**config.mk**
```make
export PLATFORM = sky130hd
export DESIGN_NAME = ordered_int_list_engine_unit
export DESIGN_NICKNAME = d
export VERILOG_FILES = /design/src/rtl/oile_pkg.sv /design/src/rtl/oile_ram.sv /design/src/rtl/ordered_int_list_engine_unit.sv
export SDC_FILE = /design/constraint.sdc
export NUM_CORES = 2
export LEC_CHECK = 0
export ABC_AREA = 1
export BUFFER_PORTS_ARGS = -buffer_cell sky130_fd_sc_hd__buf_2
export CAP_MARGIN = 20
export CELL_PAD_IN_SITES_DETAIL_PLACEMENT = 1
export CELL_PAD_IN_SITES_GLOBAL_PLACEMENT = 1
export CORE_ASPECT_RATIO = 0.75
export CORE_MARGIN = 4
export CORE_UTILIZATION = 42
export CTS_CLUSTER_SIZE = 10
export DETAILED_ROUTE_END_ITERATION = 8
export PLACE_DENSITY = 0.71
export SYNTH_ARGS = -nofsm -noshare
export SYNTH_HDL_FRONTEND = slang
export SYNTH_SLANG_ARGS = --single-unit
export TNS_END_PERCENT = 10
```
**constraint.sdc**
```tcl
create_clock -name i_clk -period 5.1 [get_ports i_clk]
set_input_delay 0.255 -clock i_clk [delete_from_list [all_inputs] [get_ports i_clk]]
set_output_delay 0.255 -clock i_clk [all_outputs]
set_load 0.05 [all_outputs]
```
**src/rtl/oile_pkg.sv**
```systemverilog
// Shared constants and types for the ordered integer list engine.
`default_nettype none

package oile_pkg;

    localparam int DEF_CAPACITY = 64;
    localparam int ACT_W        = 3;
    localparam int VAL_W        = 32;
    localparam int CNT_W        = 7;
    localparam int S_TDATA_W    = 32;
    localparam int M_TDATA_W    = 16;

    typedef enum logic [ACT_W-1:0] {
        ACT_HEAD   = 3'd0,
        ACT_TAIL   = 3'd1,
        ACT_REMOVE = 3'd2,
        ACT_QUERY  = 3'd3,
        ACT_CLEAR  = 3'd4
    } t_action;

endpackage

`default_nettype wire

```
**src/rtl/oile_ram.sv**
```systemverilog
// Generic simple dual-port RAM, one write port and one registered read port.
`default_nettype none

module oile_ram #(
    parameter int WIDTH = 32,
    parameter int DEPTH = 64,
    parameter int AW    = (DEPTH > 1) ? $clog2(DEPTH) : 1
) (
    input  wire logic             i_clk,
    input  wire logic             i_we,
    input  wire logic [AW-1:0]    i_waddr,
    input  wire logic [WIDTH-1:0] i_wdata,
    input  wire logic [AW-1:0]    i_raddr,
    output logic      [WIDTH-1:0] o_rdata
);

    logic [WIDTH-1:0] r_mem [DEPTH];

    always_ff @(posedge i_clk) begin
        if (i_we) begin
            r_mem[i_waddr] <= i_wdata;
        end
        o_rdata <= r_mem[i_raddr];
    end

endmodule

`default_nettype wire

```
**src/rtl/ordered_int_list_engine_unit.sv**
```systemverilog
// Top level: ordered list of signed 32-bit integers kept in a circular RAM.
//
//  channel | dir | handshake              | payload
//  --------+-----+------------------------+--------------------------------------
//  s_      | in  | s_tvalid / s_tready    | s_tuser[2:0] action, s_tdata value
//  m_      | out | m_tvalid / m_tready    | m_tdata found, rejected, count[6:0]
//
//  Insert at head or tail, clear and unused actions: no search, the result is registered on accept.
//  Query: search from the head, one RAM read per cycle.
//  Remove: search from the head, then one entry moved per cycle on the RAM
//  read/write port pair to close the gap.
//  Reset clears state, length, head pointer, the pending-read flag and output valid;
//  RAM contents are never cleared. A result waits in the output register; the next beat is taken once it is taken.
`default_nettype none

module ordered_int_list_engine_unit
    import oile_pkg::*;
#(
    parameter int CAPACITY = DEF_CAPACITY
) (
    input  wire logic                 i_clk,
    input  wire logic                 i_rst_n,
    input  wire logic                 s_tvalid,
    output logic                      s_tready,
    input  wire logic [S_TDATA_W-1:0] s_tdata,  // [31:0] value
    input  wire logic [ACT_W-1:0]     s_tuser,  // [2:0] action
    output logic                      m_tvalid,
    input  wire logic                 m_tready,
    output logic [M_TDATA_W-1:0]      m_tdata   // [0] found, [1] rejected, [8:2] count
);

    localparam int IDX_W = (CAPACITY > 1) ? $clog2(CAPACITY) : 1;
    localparam int LEN_W = $clog2(CAPACITY + 1);

    typedef enum logic [1:0] {
        S_IDLE,
        S_SEARCH,
        S_SHIFT
    } t_state;

    t_state             r_state, n_state;
    logic [IDX_W-1:0]   r_head, n_head;
    logic [LEN_W-1:0]   r_len, n_len;
    logic [LEN_W-1:0]   r_rd, n_rd;
    logic [LEN_W-1:0]   r_wr, n_wr;
    logic [LEN_W-1:0]   r_pidx, n_pidx;
    logic               r_pend, n_pend;
    logic               r_is_rem, n_is_rem;
    logic [VAL_W-1:0]   r_val, n_val;
    logic               r_mvalid, n_mvalid;
    logic               r_found, n_found;
    logic               r_rej, n_rej;
    logic [CNT_W-1:0]   r_cnt, n_cnt;

    logic               ram_we;
    logic [IDX_W-1:0]   ram_waddr;
    logic [VAL_W-1:0]   ram_wdata;
    logic [IDX_W-1:0]   ram_raddr;
    logic [VAL_W-1:0]   ram_rdata;

    logic               acc;
    logic               set_res;
    logic               match;
    logic               full;
    logic [LEN_W+CNT_W-1:0] cnt_ext;
    t_action            act;

    function automatic logic [IDX_W-1:0] phys(input logic [IDX_W-1:0] hd,
                                              input logic [LEN_W-1:0] x);
        logic [LEN_W:0] s;
        s = (LEN_W+1)'(hd) + (LEN_W+1)'(x);
        if (s >= (LEN_W+1)'(CAPACITY)) begin
            s = s - (LEN_W+1)'(CAPACITY);
        end
        return s[IDX_W-1:0];
    endfunction

    oile_ram #(
        .WIDTH (VAL_W),
        .DEPTH (CAPACITY),
        .AW    (IDX_W)
    ) u_ram (
        .i_clk   (i_clk),
        .i_we    (ram_we),
        .i_waddr (ram_waddr),
        .i_wdata (ram_wdata),
        .i_raddr (ram_raddr),
        .o_rdata (ram_rdata)
    );

    assign s_tready = (r_state == S_IDLE) && (!r_mvalid || m_tready);
    assign acc      = s_tvalid && s_tready;
    assign act      = t_action'(s_tuser);
    assign full     = (r_len >= LEN_W'(CAPACITY));
    assign match    = r_pend && (ram_rdata == r_val);
    assign ram_raddr = phys(r_head, r_rd);
    assign cnt_ext  = (LEN_W+CNT_W)'(n_len);

    always_comb begin
        n_state  = r_state;
        n_head   = r_head;
        n_len    = r_len;
        n_rd     = r_rd;
        n_wr     = r_wr;
        n_pidx   = r_pidx;
        n_pend   = 1'b0;
        n_is_rem = r_is_rem;
        n_val    = r_val;
        n_mvalid = r_mvalid && !m_tready;
        n_found  = r_found;
        n_rej    = r_rej;
        n_cnt    = r_cnt;
        set_res  = 1'b0;
        ram_we    = 1'b0;
        ram_waddr = phys(r_head, r_wr);
        ram_wdata = ram_rdata;

        unique case (r_state)
            S_IDLE: begin
                if (acc) begin
                    n_found = 1'b0;
                    n_rej   = 1'b0;
                    unique case (act)
                        ACT_HEAD: begin
                            set_res = 1'b1;
                            if (full) begin
                                n_rej = 1'b1;
                            end else begin
                                n_head    = (r_head == '0) ? IDX_W'(CAPACITY - 1)
                                                           : r_head - 1'b1;
                                ram_we    = 1'b1;
                                ram_waddr = n_head;
                                ram_wdata = s_tdata;
                                n_len     = r_len + 1'b1;
                            end
                        end
                        ACT_TAIL: begin
                            set_res = 1'b1;
                            if (full) begin
                                n_rej = 1'b1;
                            end else begin
                                ram_we    = 1'b1;
                                ram_waddr = phys(r_head, r_len);
                                ram_wdata = s_tdata;
                                n_len     = r_len + 1'b1;
                            end
                        end
                        ACT_REMOVE, ACT_QUERY: begin
                            n_state  = S_SEARCH;
                            n_is_rem = (act == ACT_REMOVE);
                            n_val    = s_tdata;
                            n_rd     = '0;
                        end
                        ACT_CLEAR: begin
                            set_res = 1'b1;
                            n_len   = '0;
                        end
                        default: begin
                            set_res = 1'b1;
                        end
                    endcase
                end
            end
            S_SEARCH: begin
                if (match) begin
                    if (r_is_rem) begin
                        n_state = S_SHIFT;
                        n_wr    = r_pidx;
                        n_rd    = r_pidx + 1'b1;
                    end else begin
                        n_state = S_IDLE;
                        set_res = 1'b1;
                        n_found = 1'b1;
                    end
                end else if (r_rd >= r_len) begin
                    n_state = S_IDLE;
                    set_res = 1'b1;
                    n_found = 1'b0;
                end else begin
                    n_rd   = r_rd + 1'b1;
                    n_pend = 1'b1;
                    n_pidx = r_rd;
                end
            end
            S_SHIFT: begin
                if (r_pend) begin
                    ram_we = 1'b1;
                    n_wr   = r_wr + 1'b1;
                end
                if (r_rd >= r_len) begin
                    n_state = S_IDLE;
                    n_len   = r_len - 1'b1;
                    set_res = 1'b1;
                    n_found = 1'b1;
                end else begin
                    n_rd   = r_rd + 1'b1;
                    n_pend = 1'b1;
                end
            end
            default: begin
                n_state = S_IDLE;
            end
        endcase

        if (set_res) begin
            n_mvalid = 1'b1;
            n_cnt    = cnt_ext[CNT_W-1:0];
        end
    end

    always_ff @(posedge i_clk) begin
        if (!i_rst_n) begin
            r_state  <= S_IDLE;
            r_head   <= '0;
            r_len    <= '0;
            r_pend   <= 1'b0;
            r_mvalid <= 1'b0;
        end else begin
            r_state  <= n_state;
            r_head   <= n_head;
            r_len    <= n_len;
            r_pend   <= n_pend;
            r_mvalid <= n_mvalid;
        end
        r_rd     <= n_rd;
        r_wr     <= n_wr;
        r_pidx   <= n_pidx;
        r_is_rem <= n_is_rem;
        r_val    <= n_val;
        r_found  <= n_found;
        r_rej    <= n_rej;
        r_cnt    <= n_cnt;
    end

    assign m_tvalid = r_mvalid;
    assign m_tdata  = {(M_TDATA_W - CNT_W - 2)'(0), r_cnt, r_rej, r_found};

    a_len_bound: assert property (@(posedge i_clk) disable iff (!i_rst_n)
        r_len <= LEN_W'(CAPACITY))
        else $error("list length above capacity");

    a_len_step: assert property (@(posedge i_clk) disable iff (!i_rst_n)
        $past(i_rst_n) |-> (r_len == $past(r_len) || r_len == $past(r_len) + 1'b1 ||
                            r_len == $past(r_len) - 1'b1 || r_len == '0))
        else $error("list length jumped");

    a_no_write_search: assert property (@(posedge i_clk) disable iff (!i_rst_n)
        r_state == S_SEARCH |-> !ram_we)
        else $error("RAM written during search");

    a_remove_done: assert property (@(posedge i_clk) disable iff (!i_rst_n)
        (r_state == S_SHIFT && r_rd >= r_len) |=> (m_tvalid && m_tdata[0]))
        else $error("remove finished without a found result");

endmodule

`default_nettype wire

```
== After elaboration in Yosys (flattened, before gate mapping) ==
Memories as Yosys holds them, arrays and structs flattened. A register that Yosys moved wholly into a read port is not among the register bits.
Index checks and enable logic that the tools add are counted.
Cells by class
  add/subtract/negate cells: 12
  magnitude comparators: 5
  eq/ne operators: 16
  multiplexer cells: 58
  bitwise operators: 3
  reductions and logical operators: 22
Operators with widths (number)
  two-way mux 32 bit: 4
  two-way mux 7 bit: 11
  two-way mux 6 bit: 8
  one-hot mux 7 bit (2 select lines): 3
  == test 32 bit: 1
  adder 7 x 1 -> 7 bit (second input constant): 4
  adder 6 x 7 -> 8 bit: 3
  >= comparator 8 x 7 -> 1 bit (second input constant): 3
  subtractor 6 x 1 -> 6 bit (second input constant): 4
  one-hot mux 7 bit (3 select lines): 1
  two-way mux 1 bit: 20
  one-hot mux 6 bit (2 select lines): 1
  AND reduction 4 bit: 3
  two-way mux 2 bit: 5
  inequality test 2 bit (second input constant): 5
  inequality test 3 bit (second input constant): 3
  >= comparator 7 bit: 1
  >= comparator 7 bit (second input constant): 1
  subtractor 7 x 1 -> 7 bit (second input constant): 1
  == test 3 x 2 -> 1 bit (second input constant): 2
  logical NOT 6 bit: 1
  one-hot mux 1 bit (3 select lines): 2
  one-hot mux 2 bit (3 select lines): 1
  AND reduction 3 bit: 2
  other kinds (17): 26
Storage, ports and cells
  register bits after elaboration: 80
  RAM bits: 2048
  input bits: 39
  output and inout port bits: 18
  memories: 1
Memories
  u_ram.r_mem: depth 64, bits a word 32, rd ports 1, clocked after memory_dff 1, wr ports 1, line oile_ram.sv:17  | logic [WIDTH-1:0] r_mem [DEPTH];

== Depth between registers and ports, before layout ==
  depth after elaboration: 8
  gate-level depth with buffers: 15

== Hierarchy ==
From an unflattened synthesis, not the netlist that was laid out.
Second synthesis, totals
  cell total of the unflattened synthesis: 7588
  area, all modules: 88725.1 µm²
By module, submodules not included
  oile_ram: times used 1, cells each 6769, area each 82743.1 µm², sequential area each 62139.6 µm²
  ordered_int_list_engine_unit: times used 1, cells each 819, area each 5982.0 µm², sequential area each 2202.1 µm²

== Least setup slack after synthesis ==
OpenSTA, ideal clock, no wires.
  kind: flip-flop to flip-flop
  start point: register r_mvalid (netlist: m_tvalid)
  end point: memory u_ram.r_mem[0][0] (data pin)
  library setup time: 0.702 ns
  data arrival time: 4.154 ns
  slack: 0.245 ns
  stages on the path, launching flop included: 8
  path buffers: 3
  period minus slack after synthesis: 4.855 ns
  cells stage by stage: dfxtp_1 a21oi_4 nand2_4 nor2_4 buf_6 buf_2 clkbuf_1 o21ai_0
Between the ends
  word-level cells in the longest chain between the ends: 6
RTL lines
  start, declared: line ordered_int_list_engine_unit.sv:50  | logic r_mvalid, n_mvalid;
  start signal, assigned: line ordered_int_list_engine_unit.sv:223  | r_mvalid <= n_mvalid;
  logical NOT 1 bit: line ordered_int_list_engine_unit.sv:91  | assign s_tready = (r_state == S_IDLE) && (!r_mvalid || m_tready);
  logical OR 1 bit: line ordered_int_list_engine_unit.sv:91
  logical AND 1 bit: line ordered_int_list_engine_unit.sv:91
  named net s_tready: line ordered_int_list_engine_unit.sv:24  | output logic s_tready,
  logical AND 1 bit: line ordered_int_list_engine_unit.sv:92  | assign acc = s_tvalid && s_tready;
  two-way mux 32 bit: line ordered_int_list_engine_unit.sv:120  | if (acc) begin
  two-way mux 32 bit: line ordered_int_list_engine_unit.sv:118  | unique case (r_state)
  named net ram_wdata[0]: line ordered_int_list_engine_unit.sv:57  | logic [VAL_W-1:0] ram_wdata;
  end, declared: line oile_ram.sv:17
The timed path passes the listed nets, and every way through them passes these cells.

== Worst setup path in the final report ==
  start point: register r_rd[0]
  end point: register u_ram.o_rdata[8] (read register of u_ram.r_mem)
Between the ends
  word-level cells in the longest chain between the ends: 3
RTL lines
  start, declared: line ordered_int_list_engine_unit.sv:44  | logic [LEN_W-1:0] r_rd, n_rd;
  start signal, assigned: line ordered_int_list_engine_unit.sv:225  | r_rd <= n_rd;
  adder 6 x 7 -> 8 bit *: line ordered_int_list_engine_unit.sv:71  | s = (LEN_W+1)'(hd) + (LEN_W+1)'(x);
  >= comparator 8 x 7 -> 1 bit or subtractor 6 x 1 -> 6 bit (tied branches): line ordered_int_list_engine_unit.sv:72, ordered_int_list_engine_unit.sv:73
  two-way mux 6 bit *: line ordered_int_list_engine_unit.sv:72  | if (s >= (LEN_W+1)'(CAPACITY)) begin
  end, declared: line oile_ram.sv:14  | output logic [WIDTH-1:0] o_rdata
Every way passes the cells marked *; elsewhere a longest branch is shown, timed or not.
A chain may end at the register's enable or synchronous reset.

==> metrics.md <==
| Metric | Value |
|---|---|
| Status | `finished clean` |
| Yosys reg bits | `around 2200` |
| Reg2reg setup slack | `0.60 ns` |
| Switching pwr | `between 15 and 20 mW` |
| Final Total Pwr | `~50 mW` |
| IO Count | `57` |
| Count of unique library cells instantiated by Yosys | `between 40 and 50` |
| Setup TNS Final | `0 ns` |
| Vias/cell | `between 5 and 6` |
| Area of the die | `219000 sq um` |
| R2R Path End | `u_ram.o_rdata[8]` |
| Switching Fraction | `around 33%` |
| Syn avg cell area | `12.6 sq um` |
| Initial Utilization | `a little over two fifths` |
| Critical path arrival | `around 5.3 ns` |
| Cts repair resizes | `0` |
| Synth async-reset ratio | `0%` |
| WS Path Type | `reg -> reg` |
| Area Overhead vs Synth | `13.7%` |
| CTS Root Cell | `clkbuf_16` |
| GR Overflow Total | `0` |
| Hold-critical path endpoint | `r_val[28]` |
| Max clock buf depth | `4` |
| All-Layer GR Usage | `about a quarter` |
| Cell Int Power | `about 33 mW` |
| Layout cells sized above 1 | `under 10%` |
| Placeable Area | `between 200000 and 250000 sq um` |
| Number of flops mapped to enable cells by yosys | `about 2100` |
| Worst-path clk slew | `approximately 0.07 ns` |
| Routed WL | `281 mm` |
| Power share of the combinational group | `a little under a quarter` |
| Largest net degree at the start of global routing | `between 100 and 150` |
| Syn Inst Count | `between 7000 and 8000` |
| Die height | `just over 400 microns` |
| Relative slew slack | `17.8%` |
| Multi-input gate area | `roughly 22000 sq um` |
| Commonest non-fill, non-tap cells in the layout | `edfxtp_1, nor2_1, nand2_1` |
| Antenna violations before repair | `7` |
| Required @ worst endpoint | `roughly 5.9 ns` |
| FILL cells | `21300` |
| Post-CTS Setup Bufs | `0` |
| DRT antenna net count | `0` |
| Fin crit share | `about nine tenths` |
| Yosys warning count | `0` |
| CTS Hold Bufs | `40` |
| R2R cell count | `12` |
| Worst-Skew Late Latency | `0.90 ns` |
| IO buf count | `~50` |
| Worst Path Max Fanout | `50` |
| FF/Latch Area | `64300 sq um` |
| DRT Pass-1 Iters | `5` |
| Die W | `around 540 microns` |
| Final hold violation count | `0` |
| Final Setup Violations | `0` |
| WL/cell | `27.7 microns` |
| Cell taking the most area after synthesis | `edfxtp_1` |
| CTS tree | `built` |
| Post-Route Skew | `0.105 ns` |
| Leak | `roughly 34 nW` |
| Vias in the first global route | `61000` |
| Slew Viols, Final | `0` |
| DRC | `0` |
| Clock power frac | `31.0%` |
| Hold Startpoint | `s_tdata[28]` |
| Number of sinks on the clock net | `~2200` |
| Synth Flop Type | `edfxtp_1` |
| Top cell type's share of synthesized area | `71.5%` |
| RSZ-0062 raised after global routing | `false` |
| Synth area leaders | `edfxtp_1, nor2_1, o21ai_0` |
| Min Tclk post-route | `about 4.5 ns` |
| Leading cell type in the layout, fill and taps excluded | `edfxtp_1` |
| Hold Crit Depth | `2` |
| Max_cap viols | `0` |
| Startpoint Class | `register` |
| Hold Path Class | `in -> reg` |
| Pwr per Cell Area | `around 490 nW/um^2` |
| Post-Syn Area | `roughly 89000 sq um` |
| H-tree levels | `4` |
| First-pass GRT wire length | `~410 mm` |
| Fmax | `0.222 GHz` |
| Vias post-DR | `~59000` |
| CTS buffer count | `about 240` |
| Sequential share of power | `45.1%` |
| Worst VDD drop | `between 300 and 400 uV` |
| Hpwl dp | `170 mm` |
| Sequential share of the synthesized area | `72.6%` |
| Critical path capture point type | `register` |
| Row cnt | `145` |
| DRT iter0 DRCs | `approximately 7500` |
| RR Startpoint | `r_rd[0]` |
| Least-Margin Pin Slew | `1.22 ns` |
| NumNets Final | `around 7300` |
| Routability cong. | `just under 0.9` |
## routing by layer
layer / vias up / GRT usage, % / share of wire [%]
met5: - / 0 / 0
met4: 0 / 7.57 / 3.1
met3: 426 / 5.23 / 8.9
met2: 2416 / 39.5 / 46
met1: 30700 / 35.6 / 42
li1: 25700 / - / -
## state kept, by name (all words and copies together), names as in the netlist
register and flops:
m_tvalid 1, r_cnt 7, r_found 1, r_head 6, r_is_rem 1, r_len 7
r_pend 1, r_pidx 7, r_rd 7, r_rej 1, r_state 2, r_val 32
r_wr 6, u_ram.o_rdata 32, u_ram.r_mem 2048
## worst max-delay path by stage
stage	start	end	slack, ns	cells past startpoint
after floorplan	m_tvalid	u_ram.r_mem[0][0]	0.24	7
after global placement	r_rd[0]	u_ram.o_rdata[8]	0.82	12
after detailed placement	r_rd[0]	u_ram.o_rdata[7]	0.74	12
after CTS	r_rd[0]	u_ram.o_rdata[7]	0.70	12
after global routing	r_head[1]	u_ram.r_mem[0][22]	0.49	15
final	r_rd[0]	u_ram.o_rdata[8]	0.60	12
## kinds of logic after synthesis
| family | Yosys count | synth area share [%] |
|---|---|---|
| AOI/OAI and AO/OA | 1528 | 9.74 |
| and+or+nand+nor | 2231 | 9.94 |
| other | 1 | 0.00423 |
| adders and majority gates | 36 | 0.533 |
| xor gates and xnor gates | 26 | 0.274 |
| DFF | 2159 | 72.6 |
| buffers and inverters | 825 | 4.04 |
| muxes | 256 | 2.89 |
## cell type report
type                       count  share of cell area, %
sequential                  2159                   63.9
multi-input combinational   4084                   21.4
clock buffer                 348                   6.45
timing repair buffer         334                   3.20
antenna                        2                0.00497
inverter                     386                   1.45
clock inverter                10                  0.145
tap                         2793                   3.47
## Yosys cell counts (33+ instances only)
| cell | instances |
|---|---|
| dfxtp_1 | 49 |
| a21oi_1 | 40 |
| inv_1 | 375 |
| ha_1 | 33 |
| nor2_1 | 1165 |
| edfxtp_1 | 2110 |
| clkbuf_1 | 189 |
| mux2i_1 | 256 |
| o22ai_1 | 260 |
| buf_2 | 163 |
| o32ai_1 | 160 |
| nand3_1 | 224 |
| o21ai_0 | 763 |
| buf_4 | 62 |
| nand2_1 | 784 |
| o21ai_1 | 284 |
## worst max-delay path, cell delays in order (launching register included)
cell	delay [ns]
edfxtp_1	0.53
ha_4	0.23
fa_4	1.28
buf_12	0.27
buf_12	0.27
o21ai_0	0.12
o21ai_0	0.25
inv_1	0.06
o21ai_1	0.22
nand2_1	0.10
nand3_1	0.42
nand2_1	0.21
o21ai_1	0.34
## metrics by stage
stage | utilization [%] | setup slack [ns] | area, sq um | hold slack (ns) | cells
floorplan | - | 0.245 | 88700 | 0.353 | 7068
global route | 48.2 | 0.489 | 101000 | 0.0631 | 10100
global placement | 44.8 | 0.816 | 93600 | 0.449 | 9711
CTS | 48.2 | 0.697 | 101000 | 0.0264 | 10100
detailed placement | 44.8 | 0.736 | 93700 | 0.452 | 9715
finish | 48.2 | 0.603 | 101000 | 0.0761 | 10100
## power by group through the flow
| stage | logic (mW) | clock network, mW | registers, mW |
|---|---|---|---|
| final | 11.9 | 15.5 | 22.5 |
| after CTS | 11.7 | 15.7 | 22.5 |
| after detailed placement | 11.6 | 0 | 22.8 |
| after global placement | 11.1 | 0 | 22.9 |
| after floorplan | 5.84 | 0 | 23.0 |
| after global routing | 12.6 | 16.5 | 22.5 |
Note: power is estimated with default switching activity, not from simulation.
